$ cat src/rtl/core/assert_macros.svh
// ----------------------------------------------------------------------------
// Assertion macros
// Shared concurrent assertion forms for the averager RTL.
// ----------------------------------------------------------------------------
`ifndef ASSERT_MACROS_SVH
`define ASSERT_MACROS_SVH

// property must hold at every clock edge outside reset
`define SWA_ASSERT(name, clk, rst, prop, msg) \
   name: assert property (@(posedge clk) disable iff (rst) prop) \
      else $error(msg);

// condition must never be seen outside reset
`define SWA_NEVER(name, clk, rst, cond, msg) \
   name: assert property (@(posedge clk) disable iff (rst) !(cond)) \
      else $error(msg);

`endif

$ cat src/rtl/core/swa_pkg.sv
// ----------------------------------------------------------------------------
// swa_pkg
// Widths, limits and register map of the stable window averager.
// ----------------------------------------------------------------------------
`default_nettype none

package swa_pkg;

   localparam int CHANNELS   = 4;
   localparam int MAX_WINDOW = 128;

   localparam int CH_W      = 2;
   localparam int SAMPLE_W  = 16;
   localparam int TOL_W     = 16;
   localparam int WIN_W     = 8;
   localparam int AVG_W     = 13;
   localparam int POWER_W   = 2 * AVG_W;

   localparam int COUNT_W   = $clog2(MAX_WINDOW + 1);
   localparam int SUM_W     = SAMPLE_W + $clog2(MAX_WINDOW);
   localparam int DIVIDEND_W = SUM_W + 1;
   localparam int FIVE_W    = $clog2(5 * MAX_WINDOW + 1);
   localparam int DIVISOR_W = $clog2(10 * MAX_WINDOW + 1);
   localparam int REM_W     = DIVISOR_W + 1;
   localparam int ITER_W    = $clog2(AVG_W);

   localparam int REQ_DATA_W = 16;
   localparam int REQ_USER_W = CH_W;
   localparam int RSP_DATA_W = ((AVG_W + POWER_W + 7) / 8) * 8;
   localparam int RSP_USER_W = CH_W + 2;

   localparam int CSR_ADDR_W = 3;
   localparam int CSR_DATA_W = TOL_W;

   // register map: tolerances first, then window lengths
   localparam logic [CSR_ADDR_W-1:0] REG_TOL_BASE = 3'd0;
   localparam logic [CSR_ADDR_W-1:0] REG_WIN_BASE = 3'd4;

   localparam logic [TOL_W-1:0] TOL_RST [CHANNELS] = '{16'd10, 16'd50, 16'd10, 16'd10};
   localparam logic [WIN_W-1:0] WIN_RST [CHANNELS] = '{8'd10, 8'd10, 8'd100, 8'd10};

   localparam logic [CH_W-1:0] CH_VOUT = 2'd1;
   localparam logic [CH_W-1:0] CH_IOUT = 2'd2;

endpackage

`default_nettype wire

$ cat src/rtl/core/stable_window_averager_top.sv
// ----------------------------------------------------------------------------
// stable_window_averager_top
// Four-channel stability-qualified averager with output power product.
// ----------------------------------------------------------------------------
// Each request word carries a channel (tuser) and a sample in hundredths
// (tdata); each one yields exactly one response word. A sample that steps
// further than the channel tolerance from the last accepted one drops the
// window; when a window fills its mean is stored in tenths, rounded half up,
// and the product of the channel 1 and channel 2 averages is reported.
// The response word is registered on leaving the done state. A request
// passes the check, multiply and done states, and one that closes a window
// also the divide state, where one shared restoring divider resolves the
// mean one quotient bit per cycle. The next request is taken once the block
// is back in idle. A held response stalls the block only when the next word
// is also finished and waiting. req_tready is high only while no word is in
// work; a finished response may wait in its output register while the next
// request is taken. Tolerance and window registers are to be written by the
// user through the csr port only while idle; the block does not enforce it.
// ----------------------------------------------------------------------------
`default_nettype none

`include "assert_macros.svh"

module stable_window_averager_top
   import swa_pkg::*;
(
   input  wire logic                  clock,
   input  wire logic                  reset,
   input  wire logic                  req_tvalid,
   output logic                       req_tready,
   input  wire logic [REQ_DATA_W-1:0] req_tdata,  // sample
   input  wire logic [REQ_USER_W-1:0] req_tuser,  // channel
   output logic                       rsp_tvalid,
   input  wire logic                  rsp_tready,
   output logic [RSP_DATA_W-1:0]      rsp_tdata,  // average, power, zero fill
   output logic [RSP_USER_W-1:0]      rsp_tuser,  // out_channel, average_new,
                                                  // window_dropped
   input  wire logic                  csr_we,
   input  wire logic [CSR_ADDR_W-1:0] csr_addr,
   input  wire logic [CSR_DATA_W-1:0] csr_wdata
);

   localparam logic [2:0] ST_IDLE  = 3'd0;
   localparam logic [2:0] ST_CHECK = 3'd1;
   localparam logic [2:0] ST_DIV   = 3'd2;
   localparam logic [2:0] ST_MUL   = 3'd3;
   localparam logic [2:0] ST_DONE  = 3'd4;

   logic [2:0]          state_ff, state_in;
   logic [CH_W-1:0]     ch_ff, ch_in;
   logic [SAMPLE_W-1:0] smp_ff, smp_in;
   logic                fresh_ff, fresh_in;
   logic                drop_ff, drop_in;

   logic [TOL_W-1:0]    tol_ff  [CHANNELS];
   logic [TOL_W-1:0]    tol_in  [CHANNELS];
   logic [WIN_W-1:0]    win_ff  [CHANNELS];
   logic [WIN_W-1:0]    win_in  [CHANNELS];
   logic [SAMPLE_W-1:0] last_ff [CHANNELS];
   logic [SAMPLE_W-1:0] last_in [CHANNELS];
   logic [COUNT_W-1:0]  fill_ff [CHANNELS];
   logic [COUNT_W-1:0]  fill_in [CHANNELS];
   logic [SUM_W-1:0]    sum_ff  [CHANNELS];
   logic [SUM_W-1:0]    sum_in  [CHANNELS];
   logic [AVG_W-1:0]    avg_ff  [CHANNELS];
   logic [AVG_W-1:0]    avg_in  [CHANNELS];

   // shared divider
   logic [REM_W-1:0]     rem_ff, rem_in;
   logic [AVG_W-1:0]     quo_ff, quo_in;
   logic [DIVISOR_W-1:0] dvs_ff, dvs_in;
   logic [ITER_W-1:0]    iter_ff, iter_in;

   logic [POWER_W-1:0]  power_ff, power_in;

   logic                rsp_valid_ff, rsp_valid_in;
   logic [CH_W-1:0]     rsp_ch_ff, rsp_ch_in;
   logic [AVG_W-1:0]    rsp_avg_ff, rsp_avg_in;
   logic                rsp_fresh_ff, rsp_fresh_in;
   logic                rsp_drop_ff, rsp_drop_in;
   logic [POWER_W-1:0]  rsp_power_ff, rsp_power_in;

   // per-word datapath
   logic [COUNT_W-1:0]    win_sat;
   logic [SAMPLE_W-1:0]   prev;
   logic [SAMPLE_W-1:0]   diff;
   logic [COUNT_W-1:0]    n_next;
   logic [SUM_W-1:0]      sum_next;
   logic [FIVE_W-1:0]     five_n;
   logic [DIVIDEND_W-1:0] dividend;
   logic [REM_W-1:0]      rem_shift;
   logic                  rem_ge;

   always_comb begin
      if (win_ff[ch_ff] < WIN_W'(2)) begin
         win_sat = COUNT_W'(2);
      end else if (32'(win_ff[ch_ff]) > MAX_WINDOW) begin
         win_sat = COUNT_W'(MAX_WINDOW);
      end else begin
         win_sat = COUNT_W'(win_ff[ch_ff]);
      end
      prev     = last_ff[ch_ff];
      diff     = (prev > smp_ff) ? (prev - smp_ff) : (smp_ff - prev);
      n_next   = fill_ff[ch_ff] + COUNT_W'(1);
      sum_next = sum_ff[ch_ff] + SUM_W'(smp_ff);
      five_n   = FIVE_W'({n_next, 2'b00}) + FIVE_W'(n_next);
      dividend = DIVIDEND_W'(sum_next) + DIVIDEND_W'(five_n);
      rem_shift = {rem_ff[REM_W-2:0], quo_ff[AVG_W-1]};
      rem_ge    = (rem_shift >= REM_W'(dvs_ff));
   end

   always_comb begin
      state_in     = state_ff;
      ch_in        = ch_ff;
      smp_in       = smp_ff;
      fresh_in     = fresh_ff;
      drop_in      = drop_ff;
      tol_in       = tol_ff;
      win_in       = win_ff;
      last_in      = last_ff;
      fill_in      = fill_ff;
      sum_in       = sum_ff;
      avg_in       = avg_ff;
      rem_in       = rem_ff;
      quo_in       = quo_ff;
      dvs_in       = dvs_ff;
      iter_in      = iter_ff;
      power_in     = power_ff;
      rsp_valid_in = rsp_valid_ff;
      rsp_ch_in    = rsp_ch_ff;
      rsp_avg_in   = rsp_avg_ff;
      rsp_fresh_in = rsp_fresh_ff;
      rsp_drop_in  = rsp_drop_ff;
      rsp_power_in = rsp_power_ff;

      if (csr_we) begin
         if (csr_addr < REG_WIN_BASE) begin
            tol_in[CH_W'(csr_addr - REG_TOL_BASE)] = csr_wdata;
         end else begin
            win_in[CH_W'(csr_addr - REG_WIN_BASE)] = csr_wdata[WIN_W-1:0];
         end
      end

      if (rsp_valid_ff && rsp_tready) begin
         rsp_valid_in = 1'b0;
      end

      case (state_ff)
         ST_IDLE: begin
            if (req_tvalid) begin
               ch_in    = req_tuser;
               smp_in   = req_tdata[SAMPLE_W-1:0];
               fresh_in = 1'b0;
               drop_in  = 1'b0;
               state_in = ST_CHECK;
            end
         end
         ST_CHECK: begin
            state_in = ST_MUL;
            if (fill_ff[ch_ff] == '0) begin
               last_in[ch_ff] = smp_ff;
               sum_in[ch_ff]  = SUM_W'(smp_ff);
               fill_in[ch_ff] = COUNT_W'(1);
            end else if (diff <= tol_ff[ch_ff]) begin
               last_in[ch_ff] = smp_ff;
               if (n_next >= win_sat) begin
                  fill_in[ch_ff] = '0;
                  sum_in[ch_ff]  = '0;
                  rem_in   = REM_W'(dividend >> AVG_W);
                  quo_in   = dividend[AVG_W-1:0];
                  dvs_in   = DIVISOR_W'({five_n, 1'b0});
                  iter_in  = ITER_W'(AVG_W - 1);
                  state_in = ST_DIV;
               end else begin
                  fill_in[ch_ff] = n_next;
                  sum_in[ch_ff]  = sum_next;
               end
            end else begin
               fill_in[ch_ff] = '0;
               sum_in[ch_ff]  = '0;
               drop_in        = 1'b1;
            end
         end
         ST_DIV: begin
            rem_in  = rem_ge ? (rem_shift - REM_W'(dvs_ff)) : rem_shift;
            quo_in  = {quo_ff[AVG_W-2:0], rem_ge};
            iter_in = iter_ff - ITER_W'(1);
            if (iter_ff == '0) begin
               avg_in[ch_ff] = {quo_ff[AVG_W-2:0], rem_ge};
               fresh_in      = 1'b1;
               state_in      = ST_MUL;
            end
         end
         ST_MUL: begin
            power_in = POWER_W'(avg_ff[CH_VOUT]) * POWER_W'(avg_ff[CH_IOUT]);
            state_in = ST_DONE;
         end
         ST_DONE: begin
            if (!rsp_valid_ff || rsp_tready) begin
               rsp_valid_in = 1'b1;
               rsp_ch_in    = ch_ff;
               rsp_avg_in   = avg_ff[ch_ff];
               rsp_fresh_in = fresh_ff;
               rsp_drop_in  = drop_ff;
               rsp_power_in = power_ff;
               state_in     = ST_IDLE;
            end
         end
         default: begin
            state_in = ST_IDLE;
         end
      endcase
   end

   always_ff @(posedge clock) begin
      if (reset) begin
         state_ff     <= ST_IDLE;
         rsp_valid_ff <= 1'b0;
         for (int i = 0; i < CHANNELS; i++) begin
            tol_ff[i]  <= TOL_RST[i];
            win_ff[i]  <= WIN_RST[i];
            last_ff[i] <= '0;
            fill_ff[i] <= '0;
            sum_ff[i]  <= '0;
            avg_ff[i]  <= '0;
         end
      end else begin
         state_ff     <= state_in;
         rsp_valid_ff <= rsp_valid_in;
         tol_ff       <= tol_in;
         win_ff       <= win_in;
         last_ff      <= last_in;
         fill_ff      <= fill_in;
         sum_ff       <= sum_in;
         avg_ff       <= avg_in;
      end
   end

   always_ff @(posedge clock) begin
      ch_ff        <= ch_in;
      smp_ff       <= smp_in;
      fresh_ff     <= fresh_in;
      drop_ff      <= drop_in;
      rem_ff       <= rem_in;
      quo_ff       <= quo_in;
      dvs_ff       <= dvs_in;
      iter_ff      <= iter_in;
      power_ff     <= power_in;
      rsp_ch_ff    <= rsp_ch_in;
      rsp_avg_ff   <= rsp_avg_in;
      rsp_fresh_ff <= rsp_fresh_in;
      rsp_drop_ff  <= rsp_drop_in;
      rsp_power_ff <= rsp_power_in;
   end

   assign req_tready = (state_ff == ST_IDLE);
   assign rsp_tvalid = rsp_valid_ff;
   assign rsp_tdata  = RSP_DATA_W'({rsp_power_ff, rsp_avg_ff});
   assign rsp_tuser  = {rsp_drop_ff, rsp_fresh_ff, rsp_ch_ff};

   `SWA_ASSERT(a_rsp_from_done, clock, reset, $rose(rsp_valid_ff) |-> ($past(state_ff) == ST_DONE), "response raised outside done state")
   `SWA_NEVER(a_fresh_and_drop, clock, reset, rsp_valid_ff && rsp_fresh_ff && rsp_drop_ff, "window both completed and dropped")
   `SWA_ASSERT(a_div_nonzero, clock, reset, (state_ff == ST_DIV) |-> (dvs_ff != '0), "divider running with zero divisor")
   `SWA_ASSERT(a_rem_bound, clock, reset, (state_ff == ST_DIV) |-> (rem_ff < REM_W'(dvs_ff)), "partial remainder not below divisor")

endmodule

`default_nettype wire

$ cat config.mk
export PLATFORM = sky130hd
export DESIGN_NAME = stable_window_averager_top
export DESIGN_NICKNAME = d
export VERILOG_FILES = /design/src/rtl/core/swa_pkg.sv /design/src/rtl/core/stable_window_averager_top.sv
export VERILOG_INCLUDE_DIRS = /design/src /design/src/rtl/core
export SDC_FILE = /design/constraint.sdc
export NUM_CORES = 2
export LEC_CHECK = 0
export BUFFER_PORTS_ARGS = -buffer_cell sky130_fd_sc_hd__buf_2
export CAP_MARGIN = 0
export CORE_MARGIN = 8
export CORE_UTILIZATION = 55
export CTS_CLUSTER_DIAMETER = 200
export CTS_CLUSTER_SIZE = 8
export DETAILED_ROUTE_END_ITERATION = 8
export PLACE_DENSITY = 0.72
export SLEW_MARGIN = 10
export SYNTH_ARGS = -nofsm -noshare
export SYNTH_HDL_FRONTEND = slang
export SYNTH_SLANG_ARGS = --single-unit
$ cat constraint.sdc
create_clock -name clock -period 8.7 [get_ports clock]
set_clock_uncertainty 0.1 [all_clocks]
set_input_delay 0.435 -clock clock [delete_from_list [all_inputs] [get_ports clock]]
set_output_delay 0.435 -clock clock [all_outputs]
set_load 0.1 [all_outputs]
Yosys cells after proc, flatten, opt, wreduce, memory -nomap -nowiden
Index checks and enable logic that the tools add are counted.

word-level totals
  register bits after elaboration = 467
  output and inout bits = 46
  input bits = 42
  word-level logic and storage cells = 187

operators by class
  add/sub/neg operators = 9
  eq/ne operators = 11
  bitwise operators = 12
  multipliers = 1
  reductions and logical operators = 24
  magnitude comparators = 13
  mux-type cells = 77

operators with widths
  cell                                        count
  92-bit two-way mux                          3
  92-bit bitwise mux                          2
  64-bit bitwise mux                          2
  64-bit two-way mux                          2
  16-bit two-way mux                          7
  32-bit two-way mux                          3
  92-bit bitwise AND                          1
  92-bit inverter                             1
  13-bit two-way mux                          6
  23-bit two-way mux                          3
  16-bit binary-select mux with 2-bit select  2
  32-bit bitwise mux                          2
  16-bit demux with 2-bit select              2
  8-bit two-way mux                           8
  52-bit bitwise mux                          1
  23-bit binary-select mux with 2-bit select  1
  23-bit demux with 2-bit select              1
  11-bit two-way mux                          4
  32-bit bitwise AND                          1
  8-bit binary-select mux with 2-bit select   2
  8-bit demux with 2-bit select               2
  32-bit inverter                             1
  16-bit subtractor                           2
  28-bit bitwise AND                          1
  other kinds (45)                            87

Depth between registers and ports, before layout
  depth after elaboration = 12
  gate-level depth with buffers = 33
  depth with buffers taken out = 25

Worst setup path before layout
No wires, ideal clock.

  path kind = flip-flop to flip-flop
  start point = reg ch_ff[0]
  end point = reg iter_ff[0], enable pin
  cell stages (with the launch flop) = 29
  period minus slack after synthesis = 7.981 ns
  data arrival time = 7.510 ns
  buffers on the path = 6
  required time = 8.230 ns
  path slack = 0.719 ns
  library setup time = 0.370 ns
  path through = edfxtp_1 -> buf_2 -> buf_2 -> buf_2 -> clkbuf_1 -> buf_2 -> mux4_2 -> inv_1 -> ha_1 -> inv_1 -> fa_1 -> a211oi_1 -> o21bai_1 -> o311ai_1 -> a21o_1 -> clkbuf_1 -> nand3_1 -> o311ai_0 -> o21ai_0 -> a21o_1 -> nor2b_1 -> xnor2_1 -> ha_1 -> nand4_1 -> or2_2 -> o32ai_1 -> nand2_1 -> nor3_1 -> or2_2

between the ends
  cells in the longest elaborated chain, start to end = 10
  elaborated cells between the ends (all ways) = 29
  classes of those cells = add/sub (3); order compare (5); eq/ne (3); mux (15); bitwise (1); reduce/logical (2)

ends and longest elaborated chain
  element                                                     line                               RTL
  start: declaration                                          stable_window_averager_top.sv:50   logic [CH_W-1:0] ch_ff, ch_in;
  start signal: assignment                                    stable_window_averager_top.sv:240  ch_ff <= ch_in;
  2-bit inverter with 3-bit output (not written as such) (*)  -
  branches (longest 8 deep; another with 16-bit subtractor)   -
  4-bit AND reduction (no line) (*)                           -
  end signal: assignment                                      stable_window_averager_top.sv:247  iter_ff <= iter_in;
  end: declaration                                            stable_window_averager_top.sv:72   logic [ITER_W-1:0] iter_ff, iter_in;

Every way passes the cells marked *. The select of a mux whose other input is x is not followed.
A chain may end at the register's enable or synchronous reset.

Final worst setup path
  start point = reg ch_ff[0]
  end point = reg last_ff[13] (netlist name)

between the ends
  cells in the longest elaborated chain, start to end = 9
  elaborated cells between the ends (all ways) = 26
  classes of those cells = add/sub (2); order compare (4); mux (15); bitwise (1); reduce/logical (4)

ends and longest elaborated chain
  element                                                          line                               RTL
  2-bit inverter with 3-bit output (not written as such) (*)       -
  16-bit binary-select mux with 2-bit select                       stable_window_averager_top.sv:102  prev = last_ff[ch_ff];
  16-bit two-way mux (not written as such) (2 in a row)            stable_window_averager_top.sv:102
  16-bit subtractor / 16-bit > comparator (equally long branches)  stable_window_averager_top.sv:103  diff = (prev > smp_ff) ? (prev - smp_ff) : (smp_ff - prev);
  16-bit two-way mux                                               stable_window_averager_top.sv:103
  16-bit <= comparator                                             stable_window_averager_top.sv:164  end else if (diff <= tol_ff[ch_ff]) begin
  2-bit nonzero test (no line)                                     -
  2-bit AND reduction (no line)                                    -
  end signal: assignment                                           stable_window_averager_top.sv:232  last_ff <= last_in;
  end: declaration                                                 stable_window_averager_top.sv:59   logic [SAMPLE_W-1:0] last_ff [CHANNELS];

Every way passes the cells marked *; elsewhere a longest branch is shown, timed or not. The select of a mux whose other input is x is not followed.

==> impl_metrics.ini <==
[synth]
synth-edff-count = 127
yosys_warnings = 0
synth_top_area_share_pct = 24.1
async_flop_share_pct = 0
synth_cell_types = 76
syn-num-nets = 3304
synth_top_area_cell = dfxtp_1
syn_inst = 2963
synth.avg_cell_area_sq_um = 9.52
yosysMostFrequentCell = nand2_1
synth_area_sq_mm = 0.0282
synth_common_cells = nand2_1 (465), dfxtp_1 (340), nor2_1 (277), a21oi_1 (247), inv_1 (240)
synth_area_leaders = dfxtp_1 (24%), edfxtp_1 (14%), fa_1 (9.0%)
synth_seq_cells = 467
ys_seq_area_share_pct = 37.6
synthFlopType = dfxtp_1

[layout]
finish.net_count = 3344
layout-drive-gt1-share_pct = 10.4
fin_util_pct = 61.2
syn_to_final_growth_pct = 10.6
layout.cells.non_filler = 3718
post-route-cell-area_sq_mm = 0.0312

[power_and_ir_drop]
clockPowerShare_pct = 41.8
swShare_pct = 27.9
intPower_mw = 4.14
comb_power_share_pct = 16.1
leakage_nw = 13.2
power.density_mw_per_mm2 = 184
power_switching_mw = 1.60
peakVddDrop_uv = 124
seq_power_share_pct = 42.1
total_power_mw = 5.74

[floorplanning]
initial_core_util_pct = 55.3
dieArea_sq_mm = 0.0588
rows = 83
coreArea_sq_mm = 0.0510
die_width_microns = 242
ios = 88
die_h_microns = 242

[route]
drtPass1Iterations = 6
totalWireLength_microns = 68300
drt_iter0_drc = 1406
vias = 21500
wire_per_inst_microns = 18.4
viasPerCell = 5.77
ant_nets = 0
remaining_drc_errors = 0

[global_routing]
first_global_vias = 22200
grt_overflow = 0
antenna_found_initial = 1
track_usage_pct = 22.9
grt_max_degree = 168
grt_pass1_wl_microns = 111000

[clocking]
htree_levels = 3
cts_tree = built
clkTransAtPathRegs_ns = 0.05
clockRootBuffer = clkbuf_16
cts_setup_buffers = 0
cts_sinks = 467
numCtsBuffers = 68
clk_path_buf_depth = 3
insertion_delay_ns = 0.60

[hold_path]
hold_path_class = in -> reg

[worst_setup_path]
crit_chain = buf_4 > mux4_2 > ha_1 > and4_1 > and2_1 > a221oi_1 > a21o_1 > nand3_1 > o311ai_0 > o21ai_0 > a21o_1 > nor2b_1 > xnor2_1 > ha_1 > nand4_1 > or2_2 > o32ai_1 > buf_4 > nand2b_1 > nand2_4 > mux2i_1 > nor2_1
path_max_fanout = 18
criticalPathCategory = reg -> reg
worst-path-buf-inv = 2
cp-end-kind = register
startpoint_type = register
required_ns = 9.04
critical_path.max_stage_delay_ns = 0.67
critical_path_arrival_ns = 7.62
path_delay_family = compound AO/OA/AOI/OAI gates
slowest_stage = a21o_1

[sta]
setup_slack_ns = 1.42
rsz0062_at_grt = false
timing.hold.ws_ns = 0.0319
finalSetupViolCount = 0
finalCriticalPeriod_ns = 7.28
fmax_mhz = 137
worstMarginPinSlew_ns = 1.14
fin_crit_sh_pct = 83.7
maxSlewViolCount = 0
relSlewSlack_pct = 23.9
hold_viol_final = 0
fin_setup_tns_ns = 0

[placed_design]
placed_area_sq_mm = 0.0291
hpwl_microns = 47400
io_buffers = 86
pre_cts_ws_ns = 1.47
gp_congestion = 0.866
dp.cells = 3591

[job]
cap_viol_max_count = 0

[status]
status = finished, final reports clean
-- worst reg2reg max path, stage by stage, from the launching register on --
cell and delay [ns]:
edfxtp_1 0.57, buf_4 0.32, mux4_2 0.58, ha_1 0.42, and4_1 0.27, and2_1 0.16, a221oi_1 0.41, a21o_1 0.68
nand3_1 0.16, o311ai_0 0.15, o21ai_0 0.17, a21o_1 0.22, nor2b_1 0.14, xnor2_1 0.14, ha_1 0.29, nand4_1 0.10
or2_2 0.31, o32ai_1 0.46, buf_4 0.24, nand2b_1 0.51, nand2_4 0.34, mux2i_1 0.29, nor2_1 0.08
-- power by group through the flow --
stage / Combinational [mW] / Clock, mW / Sequential [mW]
final: 0.926 / 2.40 / 2.42
after detailed placement: 0.909 / 0 / 2.45
after CTS: 0.924 / 2.44 / 2.41
after global routing: 1.02 / 2.54 / 2.42
after floorplan: 0.679 / 0 / 2.44
after global placement: 0.885 / 0 / 2.45
-- layer usage --
layer  part of all wire (%)  track usage, %  wire, microns
met3                    5.5            3.74           3770
met5                      0               0              0
met4                    3.6            10.5           2470
met1                     41            27.8          28300
met2                     49            39.6          33700
-- logic make-up after synthesis --
family | after synthesis | synth area share (%)
adders and majority gates | 299 | 16.6
DFF | 467 | 37.6
other | 1 | 0.0133
buffers and inverters | 409 | 5.67
xor gates and xnor gates | 88 | 2.73
AOI/OAI and AO/OA | 516 | 11.5
and+or+nand+nor | 997 | 15.5
muxes | 186 | 10.3
-- state kept, by name, indices dropped and copies added, names as in the netlist, 2 cells and up --
register and flops:
sum_ff 92, smp_ff 16, dvs_ff 10, avg_ff 52, tol_ff 64, power_ff 26, state_ff 3, rsp_power_ff 26
quo_ff 13, rsp_avg_ff 13, win_ff 32, fill_ff 32, rem_ff 11, ch_ff 2, iter_ff 4, rsp_ch_ff 2
last_ff 64
-- path summary, 6_finish.rpt --
kind / startpoint / endpoint / slack [ns] / depth (start not counted)
worst min register to register: power_ff[8]$_DFFE_PP_ / rsp_power_ff[8]$_DFFE_PP_ / 0.32 / 0
worst min-delay path: csr_wdata[11] / tol_ff[59]$_SDFFE_PP0P_ / 0.03 / 3
worst max register to register: ch_ff[0]$_DFFE_PP_ / last_ff[13]$_SDFFE_PP0P_ / 1.42 / 22
worst max-delay path: ch_ff[0]$_DFFE_PP_ / last_ff[13]$_SDFFE_PP0P_ / 1.42 / 22
-- layout make-up --
| class | instances | area, sq um |
|---|---|---|
| antenna | 2 | 5.00 |
| clock buffer | 97 | 1830 |
| clock inverter | 6 | 66.3 |
| fill | 4148 | 19800 |
| inverter | 241 | 905 |
| multi-input combinational | 2087 | 16000 |
| sequential | 467 | 10600 |
| tap | 680 | 851 |
| timing repair buffer | 138 | 898 |
-- placed cells by master (no fill, tap or decap), types with 84 or more instances in the layout --
cell type and n:
inv_1 240, buf_2 85, mux2i_1 98, fa_1 127, dfxtp_1 340, mux4_2 84, a21oi_1 247, nand2_1 465
nor2_1 273, edfxtp_1 127, ha_1 172
-- repair_timing --
item / 4_1_cts / 5_1_grt
hold buffers: 22 / 0
gates resized for setup: 0 / 0
endpoints found under the hold margin: 29 / 0
No activity file was read; power rests on OpenSTA's default activity.
